### config.mk
export PLATFORM = sky130hd
export DESIGN_NAME = debounced_pulse_count_trigger_flat
export DESIGN_NICKNAME = d
export VERILOG_FILES = /design/src/rtl/core/dpct_pkg.sv /design/src/rtl/core/dpct_if.sv /design/src/rtl/core/dpct_cfg_regs.sv /design/src/rtl/core/dpct_core.sv /design/src/rtl/core/debounced_pulse_count_trigger.sv /design/src/flat_wrapper.sv
export SDC_FILE = /design/constraint.sdc
export NUM_CORES = 1
export LEC_CHECK = 0
export ABC_AREA = 1
export BUFFER_PORTS_ARGS = -buffer_cell sky130_fd_sc_hd__buf_2
export CAP_MARGIN = 30
export CELL_PAD_IN_SITES_DETAIL_PLACEMENT = 1
export CELL_PAD_IN_SITES_GLOBAL_PLACEMENT = 2
export CORE_MARGIN = 2
export CORE_UTILIZATION = 37
export DETAILED_ROUTE_END_ITERATION = 6
export PLACE_DENSITY = 0.9
export SYNTH_ARGS = -nofsm -noshare
export SYNTH_HDL_FRONTEND = slang
export SYNTH_SLANG_ARGS = --single-unit
### constraint.sdc
create_clock -name clk -period 11.25 [get_ports clk]
set_input_delay 2.25 -clock clk [delete_from_list [all_inputs] [get_ports clk]]
set_output_delay 2.25 -clock clk [all_outputs]
set_load 0.01 [all_outputs]
### src/rtl/core/dpct_pkg.sv
// Shared constants, configuration indexes and structs for the debounced
// pulse count trigger. No dependencies.
package dpct_pkg;

  localparam int TIME_W     = 32;
  localparam int DEBOUNCE_W = 16;
  localparam int TARGET_W   = 4;
  localparam int COUNT_W    = 4;
  localparam int TOGGLE_W   = 8;
  localparam int CFG_IDX_W  = 2;
  localparam int CFG_DATA_W = 32;

  localparam logic [DEBOUNCE_W-1:0] DEBOUNCE_RST = 16'd50;
  localparam logic [TARGET_W-1:0]   TARGET_RST   = 4'd3;
  localparam logic [TIME_W-1:0]     WINDOW_RST   = 32'd3000;

  typedef enum logic [CFG_IDX_W-1:0] {
    REG_DEBOUNCE = 2'd0,
    REG_TARGET   = 2'd1,
    REG_WINDOW   = 2'd2
  } cfg_reg_t;

  typedef struct packed {
    logic [DEBOUNCE_W-1:0] debounce_time;
    logic [TARGET_W-1:0]   pulse_target;
    logic [TIME_W-1:0]     window_time;
  } cfg_t;

  typedef struct packed {
    logic               stable_level;
    logic               trigger;
    logic [COUNT_W-1:0] pulse_count;
  } result_t;

endpackage

### src/rtl/core/dpct_if.sv
// Valid/ready channel interfaces for switch samples and results.
// Depends on dpct_pkg.
interface dpct_in_if;
  import dpct_pkg::*;
  logic              valid;
  logic              ready;
  logic              pin_level;
  logic [TIME_W-1:0] now_ms;

  modport source (output valid, output pin_level, output now_ms, input ready);
  modport sink   (input valid, input pin_level, input now_ms, output ready);
endinterface

interface dpct_out_if;
  import dpct_pkg::*;
  logic               valid;
  logic               ready;
  logic               stable_level;
  logic               trigger;
  logic [COUNT_W-1:0] pulse_count;

  modport source (output valid, output stable_level, output trigger, output pulse_count,
                  input ready);
  modport sink   (input valid, input stable_level, input trigger, input pulse_count,
                  output ready);
endinterface

### src/rtl/core/dpct_cfg_regs.sv
// Configuration register bank: debounce time, pulse target and window length.
// Depends on dpct_pkg.
module dpct_cfg_regs (
  input  logic                           clk,
  input  logic                           rst_n,
  input  logic                           cfg_we,
  input  logic [dpct_pkg::CFG_IDX_W-1:0]  cfg_index,
  input  logic [dpct_pkg::CFG_DATA_W-1:0] cfg_wdata,
  output dpct_pkg::cfg_t                 cfg
);
  import dpct_pkg::*;

  cfg_t cfg_r;

  always_ff @(posedge clk) begin
    if (!rst_n) begin
      cfg_r.debounce_time <= DEBOUNCE_RST;
      cfg_r.pulse_target  <= TARGET_RST;
      cfg_r.window_time   <= WINDOW_RST;
    end else if (cfg_we) begin
      case (cfg_index)
        REG_DEBOUNCE: cfg_r.debounce_time <= cfg_wdata[DEBOUNCE_W-1:0];
        REG_TARGET:   cfg_r.pulse_target  <= cfg_wdata[TARGET_W-1:0];
        REG_WINDOW:   cfg_r.window_time   <= cfg_wdata[TIME_W-1:0];
        default:      ;
      endcase
    end
  end

  assign cfg = cfg_r;

endmodule

### src/rtl/core/dpct_core.sv
// Debounce and pulse counting state with its single-sample update logic.
// Depends on dpct_pkg.
module dpct_core (
  input  logic                        clk,
  input  logic                        rst_n,
  input  logic                        step,
  input  logic                        pin_level,
  input  logic [dpct_pkg::TIME_W-1:0] now_ms,
  input  dpct_pkg::cfg_t              cfg,
  output dpct_pkg::result_t           res
);
  import dpct_pkg::*;

  logic                started_r,         started_nxt;
  logic                committed_level_r, committed_level_nxt;
  logic                change_pending_r,  change_pending_nxt;
  logic                pending_level_r,   pending_level_nxt;
  logic [TIME_W-1:0]   change_time_r,     change_time_nxt;
  logic [TOGGLE_W-1:0] toggle_count_r,    toggle_count_nxt;
  logic [COUNT_W-1:0]  on_count_r,        on_count_nxt;
  logic [TIME_W-1:0]   window_start_r,    window_start_nxt;

  logic                level_base;
  logic [TIME_W-1:0]   ws_base;
  logic                pend_new;
  logic                pend;
  logic                pend_lvl;
  logic [TIME_W-1:0]   chg_time;
  logic [TIME_W-1:0]   since_change;
  logic                abandon;
  logic                commit;
  logic [TOGGLE_W-1:0] tc_inc;
  logic                first_toggle;
  logic [COUNT_W-1:0]  oc_inc;
  logic [COUNT_W-1:0]  oc_commit;
  logic [TIME_W-1:0]   ws_commit;
  logic [TIME_W-1:0]   elapsed;
  logic                in_window;
  logic                fire;

  always_comb begin
    // The first sample after a restart latches the level and the window start.
    level_base = started_r ? committed_level_r : pin_level;
    ws_base    = started_r ? window_start_r : now_ms;

    pend_new = !change_pending_r && (pin_level != level_base);
    pend     = change_pending_r | pend_new;
    pend_lvl = pend_new ? pin_level : pending_level_r;
    chg_time = pend_new ? now_ms : change_time_r;

    since_change = now_ms - chg_time;
    abandon      = pend && (pin_level != pend_lvl);
    commit       = pend && !abandon &&
                   (since_change >= {{(TIME_W-DEBOUNCE_W){1'b0}}, cfg.debounce_time});

    tc_inc       = (toggle_count_r != {TOGGLE_W{1'b1}}) ? toggle_count_r + 1'b1
                                                        : toggle_count_r;
    first_toggle = (tc_inc == {{(TOGGLE_W-1){1'b0}}, 1'b1});
    oc_inc       = (!pend_lvl && (on_count_r != {COUNT_W{1'b1}})) ? on_count_r + 1'b1
                                                                   : on_count_r;
    oc_commit    = first_toggle ? {{(COUNT_W-1){1'b0}}, !pend_lvl} : oc_inc;
    ws_commit    = first_toggle ? now_ms : ws_base;
    elapsed      = now_ms - ws_commit;
    in_window    = (elapsed <= cfg.window_time);
    fire         = commit && in_window && (oc_commit >= cfg.pulse_target);

    started_nxt         = 1'b1;
    committed_level_nxt = level_base;
    change_pending_nxt  = pend;
    pending_level_nxt   = pend_lvl;
    change_time_nxt     = chg_time;
    toggle_count_nxt    = toggle_count_r;
    on_count_nxt        = on_count_r;
    window_start_nxt    = ws_base;

    if (abandon) begin
      change_pending_nxt = 1'b0;
    end
    if (commit) begin
      committed_level_nxt = pend_lvl;
      change_pending_nxt  = 1'b0;
      toggle_count_nxt    = tc_inc;
      on_count_nxt        = oc_commit;
      window_start_nxt    = ws_commit;
      if (!in_window) begin
        // The window ran out before this commit, so counting starts afresh.
        toggle_count_nxt = '0;
        on_count_nxt     = '0;
        window_start_nxt = now_ms;
      end
    end

    res.stable_level = committed_level_nxt;
    res.trigger      = fire;
    res.pulse_count  = on_count_nxt;

    if (fire) begin
      started_nxt         = 1'b0;
      committed_level_nxt = 1'b0;
      change_pending_nxt  = 1'b0;
      pending_level_nxt   = 1'b0;
      change_time_nxt     = '0;
      toggle_count_nxt    = '0;
      on_count_nxt        = '0;
      window_start_nxt    = '0;
    end
  end

  always_ff @(posedge clk) begin
    if (!rst_n) begin
      started_r         <= 1'b0;
      committed_level_r <= 1'b0;
      change_pending_r  <= 1'b0;
      pending_level_r   <= 1'b0;
      change_time_r     <= '0;
      toggle_count_r    <= '0;
      on_count_r        <= '0;
      window_start_r    <= '0;
    end else if (step) begin
      started_r         <= started_nxt;
      committed_level_r <= committed_level_nxt;
      change_pending_r  <= change_pending_nxt;
      pending_level_r   <= pending_level_nxt;
      change_time_r     <= change_time_nxt;
      toggle_count_r    <= toggle_count_nxt;
      on_count_r        <= on_count_nxt;
      window_start_r    <= window_start_nxt;
    end
  end

endmodule

### src/rtl/core/debounced_pulse_count_trigger.sv
// Top level of the debounced pulse count trigger: sample register, state update
// and result register. Depends on dpct_pkg, dpct_if, dpct_cfg_regs and dpct_core.
//
//   Channel   Direction  Carries
//   in_chan   sink       pin_level, now_ms (one switch sample)
//   out_chan  source     stable_level, trigger, pulse_count (one result)
//   cfg_*     write      debounce_time, pulse_target, window_time
//
// Every sample gives exactly one result, after the sample and result registers.
// A new sample is taken in every cycle while results are collected.
// The sample register and the result register together form the pipeline;
// the state update is combinational logic between them.
// A stalled result holds the pipeline; the sample register still fills once.
// Synchronous reset clears the valid flags and the core state; configuration returns to its defaults.
module debounced_pulse_count_trigger (
  input  logic                            clk,
  input  logic                            rst_n,
  dpct_in_if.sink                         in_chan,
  dpct_out_if.source                      out_chan,
  input  logic                            cfg_we,
  input  logic [dpct_pkg::CFG_IDX_W-1:0]  cfg_index,
  input  logic [dpct_pkg::CFG_DATA_W-1:0] cfg_wdata
);
  import dpct_pkg::*;

  cfg_t              cfg;
  result_t           res;
  logic              s1_valid_r;
  logic              s1_pin_r;
  logic [TIME_W-1:0] s1_now_r;
  logic              out_valid_r;
  result_t           out_res_r;
  logic              advance;
  logic              in_ready;
  logic              step;

  assign advance  = !out_valid_r || out_chan.ready;
  assign in_ready = rst_n && (!s1_valid_r || advance);
  assign step     = s1_valid_r && advance;

  dpct_cfg_regs u_cfg (
    .clk       (clk),
    .rst_n     (rst_n),
    .cfg_we    (cfg_we),
    .cfg_index (cfg_index),
    .cfg_wdata (cfg_wdata),
    .cfg       (cfg)
  );

  dpct_core u_core (
    .clk       (clk),
    .rst_n     (rst_n),
    .step      (step),
    .pin_level (s1_pin_r),
    .now_ms    (s1_now_r),
    .cfg       (cfg),
    .res       (res)
  );

  always_ff @(posedge clk) begin
    if (!rst_n) begin
      s1_valid_r  <= 1'b0;
      out_valid_r <= 1'b0;
    end else begin
      if (in_ready) begin
        s1_valid_r <= in_chan.valid;
      end
      if (advance) begin
        out_valid_r <= s1_valid_r;
      end
    end
  end

  always_ff @(posedge clk) begin
    if (in_ready && in_chan.valid) begin
      s1_pin_r <= in_chan.pin_level;
      s1_now_r <= in_chan.now_ms;
    end
    if (step) begin
      out_res_r <= res;
    end
  end

  assign in_chan.ready         = in_ready;
  assign out_chan.valid        = out_valid_r;
  assign out_chan.stable_level = out_res_r.stable_level;
  assign out_chan.trigger      = out_res_r.trigger;
  assign out_chan.pulse_count  = out_res_r.pulse_count;

endmodule

### src/flat_wrapper.sv
// flat-port wrapper written by rule: the top's interface ports become plain ports
module debounced_pulse_count_trigger_flat import dpct_pkg::*;
  (clk, rst_n, cfg_we, cfg_index, cfg_wdata, in_chan_valid, in_chan_pin_level, in_chan_now_ms, in_chan_ready, out_chan_valid, out_chan_stable_level, out_chan_trigger, out_chan_pulse_count, out_chan_ready);
  dpct_in_if in_chan_i ();
  dpct_out_if out_chan_i ();
  input  logic clk;
  input  logic rst_n;
  input  logic cfg_we;
  input  logic [dpct_pkg::CFG_IDX_W-1:0] cfg_index;
  input  logic [dpct_pkg::CFG_DATA_W-1:0] cfg_wdata;
  input wire logic [$bits(in_chan_i.valid)-1:0] in_chan_valid;
  input wire logic [$bits(in_chan_i.pin_level)-1:0] in_chan_pin_level;
  input wire logic [$bits(in_chan_i.now_ms)-1:0] in_chan_now_ms;
  output wire logic [$bits(in_chan_i.ready)-1:0] in_chan_ready;
  output wire logic [$bits(out_chan_i.valid)-1:0] out_chan_valid;
  output wire logic [$bits(out_chan_i.stable_level)-1:0] out_chan_stable_level;
  output wire logic [$bits(out_chan_i.trigger)-1:0] out_chan_trigger;
  output wire logic [$bits(out_chan_i.pulse_count)-1:0] out_chan_pulse_count;
  input wire logic [$bits(out_chan_i.ready)-1:0] out_chan_ready;
  assign in_chan_i.valid = in_chan_valid;
  assign in_chan_i.pin_level = in_chan_pin_level;
  assign in_chan_i.now_ms = in_chan_now_ms;
  assign in_chan_ready = in_chan_i.ready;
  assign out_chan_valid = out_chan_i.valid;
  assign out_chan_stable_level = out_chan_i.stable_level;
  assign out_chan_trigger = out_chan_i.trigger;
  assign out_chan_pulse_count = out_chan_i.pulse_count;
  assign out_chan_i.ready = out_chan_ready;
  debounced_pulse_count_trigger u_core (.clk(clk), .rst_n(rst_n), .in_chan(in_chan_i), .out_chan(out_chan_i), .cfg_we(cfg_we), .cfg_index(cfg_index), .cfg_wdata(cfg_wdata));
endmodule
==> impl_metrics.csv <==
group,metric,value,unit
floorplan,fp.dieH,199,um
setup_path,crit_type,"reg2reg",
final_layout,drive_gt1_share,7.40,%
setup_path,path_max_fanout,60,
synthesis,ys_async_sr_fraction,0,%
timing,slew-limit-headroom,34.9,%
detailed_routing,wl_per_cell,18.0,um
floorplan,io_pins,80,
detailed_routing,drt-total-wl,49.7,mm
floorplan,num_rows,71,
timing,rsz0062_at_grt,"no",
timing,setup_tns,0,ns
setup_path,critPathSlowestCell,"buf_4",
timing,final.min_clock_period,7.73,ns
setup_path,arrival,8.03,ns
place,port_buffers,79,
final_layout,mostFrequentLayoutCells,"nand2_1, inv_1, a21oi_1",
run,maxCapViolCount,0,
power_and_ir_drop,ir_worst_vdd,116,uV
place,place_congestion,0.899,
final_layout,final_common_cell,"nand2_1",
detailed_routing,route.vias.total,14400,
timing,drv_slew,0,
timing,fmax,129,MHz
setup_path,cp-start-kind,"flop",
synthesis,netlist_area,14000,um^2
global_route,grt.overflow.total,0,
clocking,cts_tree,"built",
global_route,grt_pass1_vias,14800,
clocking,postCtsSetupBuffers,0,
final_layout,instances_no_fill,2767,
final_layout,regArea,3850,um^2
detailed_routing,drc,0,
power_and_ir_drop,p_leak,7.52,nW
setup_path,endpoint_kind,"flop",
hold_path,min_from,"u_core.u_core.window_start_r[24]",
clocking,clkTransAtPathRegs,0.08,ns
setup_path,startpoint,"u_core.u_core.toggle_count_r[0]",
synthesis,synth_edf_count,39,
timing,finalHoldViolCount,0,
timing,setup_violations,0,
detailed_routing,ant_nets,0,
global_route,grt_pass1_wl,79.0,mm
detailed_routing,viasPerCell,5.21,
clocking,insertion_delay,0.47,ns
timing,worst_pin_slew,0.976,ns
synthesis,yosys_warnings,0,
hold_path,hp-class,"reg2reg",
final_layout,multi_input_area,8580,um^2
power_and_ir_drop,p_per_area,148,nW/um^2
synthesis,synth_fp_nets,2408,
final_layout,num-fill-cells,5032,
clocking,cts_buffers,17,
status,status,"finished, final reports clean",
floorplan,dieArea,39400,um^2
timing,final.period_utilization,68.7,%
floorplan,die_w,199,um
floorplan,coreArea,37500,um^2
synthesis,avgSynthCellArea,6.32,um^2
floorplan,start_util,37.4,%
global_route,grt_max_degree,79,
setup_path,max_stage_delay,0.63,ns
setup_path,crit_top_cell,"nand2_1",
place,place_inst,2735,
detailed_routing,drt_pass1_iterations,5,
synthesis,ys_types,46,
final_layout,antenna_cells,0,
synthesis,syn_inst,2218,
detailed_routing,drt_iter0_markers,820,
final_layout,area_growth,9.72,%
clocking,root_buffer,"clkbuf_16",
clocking,cts_max_level,4,
synthesis,synth_seq_cells,173,
clocking,holdBufCountCts,0,
clocking,clock_path_buffers,2,
timing,finClkSkew,0.0143,ns
global_route,antenna_found_initial,0,
global_route,grt_usage,25.7,%
clocking,cts_sinks,173,
clocking,post_cts_resized,0,
place,hpwl,38.3,mm
final_layout,nets,2433,
setup_path,regToRegStartpoint,"u_core.u_core.toggle_count_r[0]",
synthesis,ys_seq_area_share,27.5,%
synthesis,synth_ff_type,"dfxtp_1",
setup_path,cp.required,11.56,ns
==> metal layers <==
| layer | part of all wire, % | vias up | routed length (um) | global-route usage (%) |
|---|---|---|---|---|
| li1 | - | 7213 | - | - |
| met1 | 49 | 6887 | 24300 | 35.0 |
| met2 | 45 | 267 | 22600 | 42.5 |
| met3 | 3.7 | 47 | 1820 | 2.85 |
| met4 | 2.1 | 0 | 1040 | 7.82 |
| met5 | 0 | - | 0 | 0 |
==> sequential cells by signal, indices dropped and copies added (netlist names) <==
| name | cells |
|---|---|
| u_core.s1_pin_r | 1 |
| u_core.u_core.pending_level_r | 1 |
| u_core.u_core.committed_level_r | 1 |
| u_core.u_core.change_pending_r | 1 |
| u_core.out_chan.trigger | 1 |
| u_core.out_chan.valid | 1 |
| u_core.u_core.started_r | 1 |
| u_core.s1_now_r | 32 |
| u_core.u_cfg.cfg | 52 |
| u_core.out_chan.pulse_count | 4 |
| u_core.u_core.change_time_r | 32 |
| u_core.u_core.window_start_r | 32 |
| u_core.s1_valid_r | 1 |
| u_core.u_core.on_count_r | 4 |
| u_core.out_chan.stable_level | 1 |
| u_core.u_core.toggle_count_r | 8 |
==> power breakdown <==
part	internal, mW	total [mW]	switching [mW]
logic	0.323	0.964	0.641
registers	0.665	0.689	0.0237
clock network	0.329	0.617	0.288
total	1.32	2.27	0.952
==> per-stage QoR <==
step	cell area (um^2)	setup WS, ns	hold WS (ns)	util [%]	power [mW]
after floorplan	14000	5.44	0.435	-	1.39
after global placement	14800	3.94	0.451	39.4	1.63
after detailed placement	14800	3.61	0.456	39.4	1.66
after CTS	15400	3.56	0.468	41.0	2.28
after global routing	15400	2.81	0.489	41.0	2.44
final	15400	3.52	0.467	41.0	2.27
==> synth_stat cells, types with 4 or more instances <==
library cell	count	area share [%]
o21ai_1	7	0.25
nand2_1	714	19
nor2_1	117	3.1
clkbuf_1	52	1.4
inv_1	304	8.1
and2_1	4	0.18
buf_2	21	0.75
xnor2_1	9	0.56
buf_4	7	0.37
nor2_2	12	0.54
nand3_1	132	4.7
a31oi_1	14	0.62
nand3b_1	37	2.0
o21ai_0	101	3.6
a21boi_0	5	0.27
nand4_1	44	2.0
nor3_1	13	0.46
o211ai_1	12	0.64
ha_1	116	10
buf_1	7	0.19
xor2_1	42	2.6
a21oi_1	225	8.0
dfxtp_1	134	19
edfxtp_1	39	8.4
nand2_2	4	0.18
inv_2	11	0.29
==> critical path, delay by kind of cell, from the launching register on <==
| kind | cells | cell delay [ns] |
|---|---|---|
| AOI/OAI and AO/OA | 7 | 1.64 |
| and+or+nand+nor | 21 | 3.11 |
| buffers and inverters | 4 | 1.14 |
| DFF | 1 | 0.40 |
| xor gates and xnor gates | 1 | 0.15 |
| adders and majority gates | 4 | 1.05 |
==> area by class of cell <==
class | instances | area share (%)
inverters | 316 | 7.71
flip-flops and latches | 173 | 25.1
clock buffers | 23 | 3.38
repair buffers | 96 | 3.40
clock inverters | 9 | 0.464
well taps | 511 | 4.16
multi-input cells | 1639 | 55.8
==> cell families after synthesis <==
family          synth area share, %
xor+xnor                       3.19
compound gates                 14.3
flops                          27.5
fa+ha+maj                      10.6
buf+inv                        11.4
simple gates                   33.0
==> path summary, 6_finish.rpt <==
check | endpoint | cells after the start | slack (ns)
worst max-delay path | u_core.u_core.change_time_r[5] | 37 | 3.52
worst min-delay path | u_core.u_core.window_start_r[24] | 2 | 0.47
worst max register to register | u_core.u_core.change_time_r[5] | 37 | 3.52
worst min register to register | u_core.u_core.window_start_r[24] | 2 | 0.47
Power figures use the tool's default switching activity.
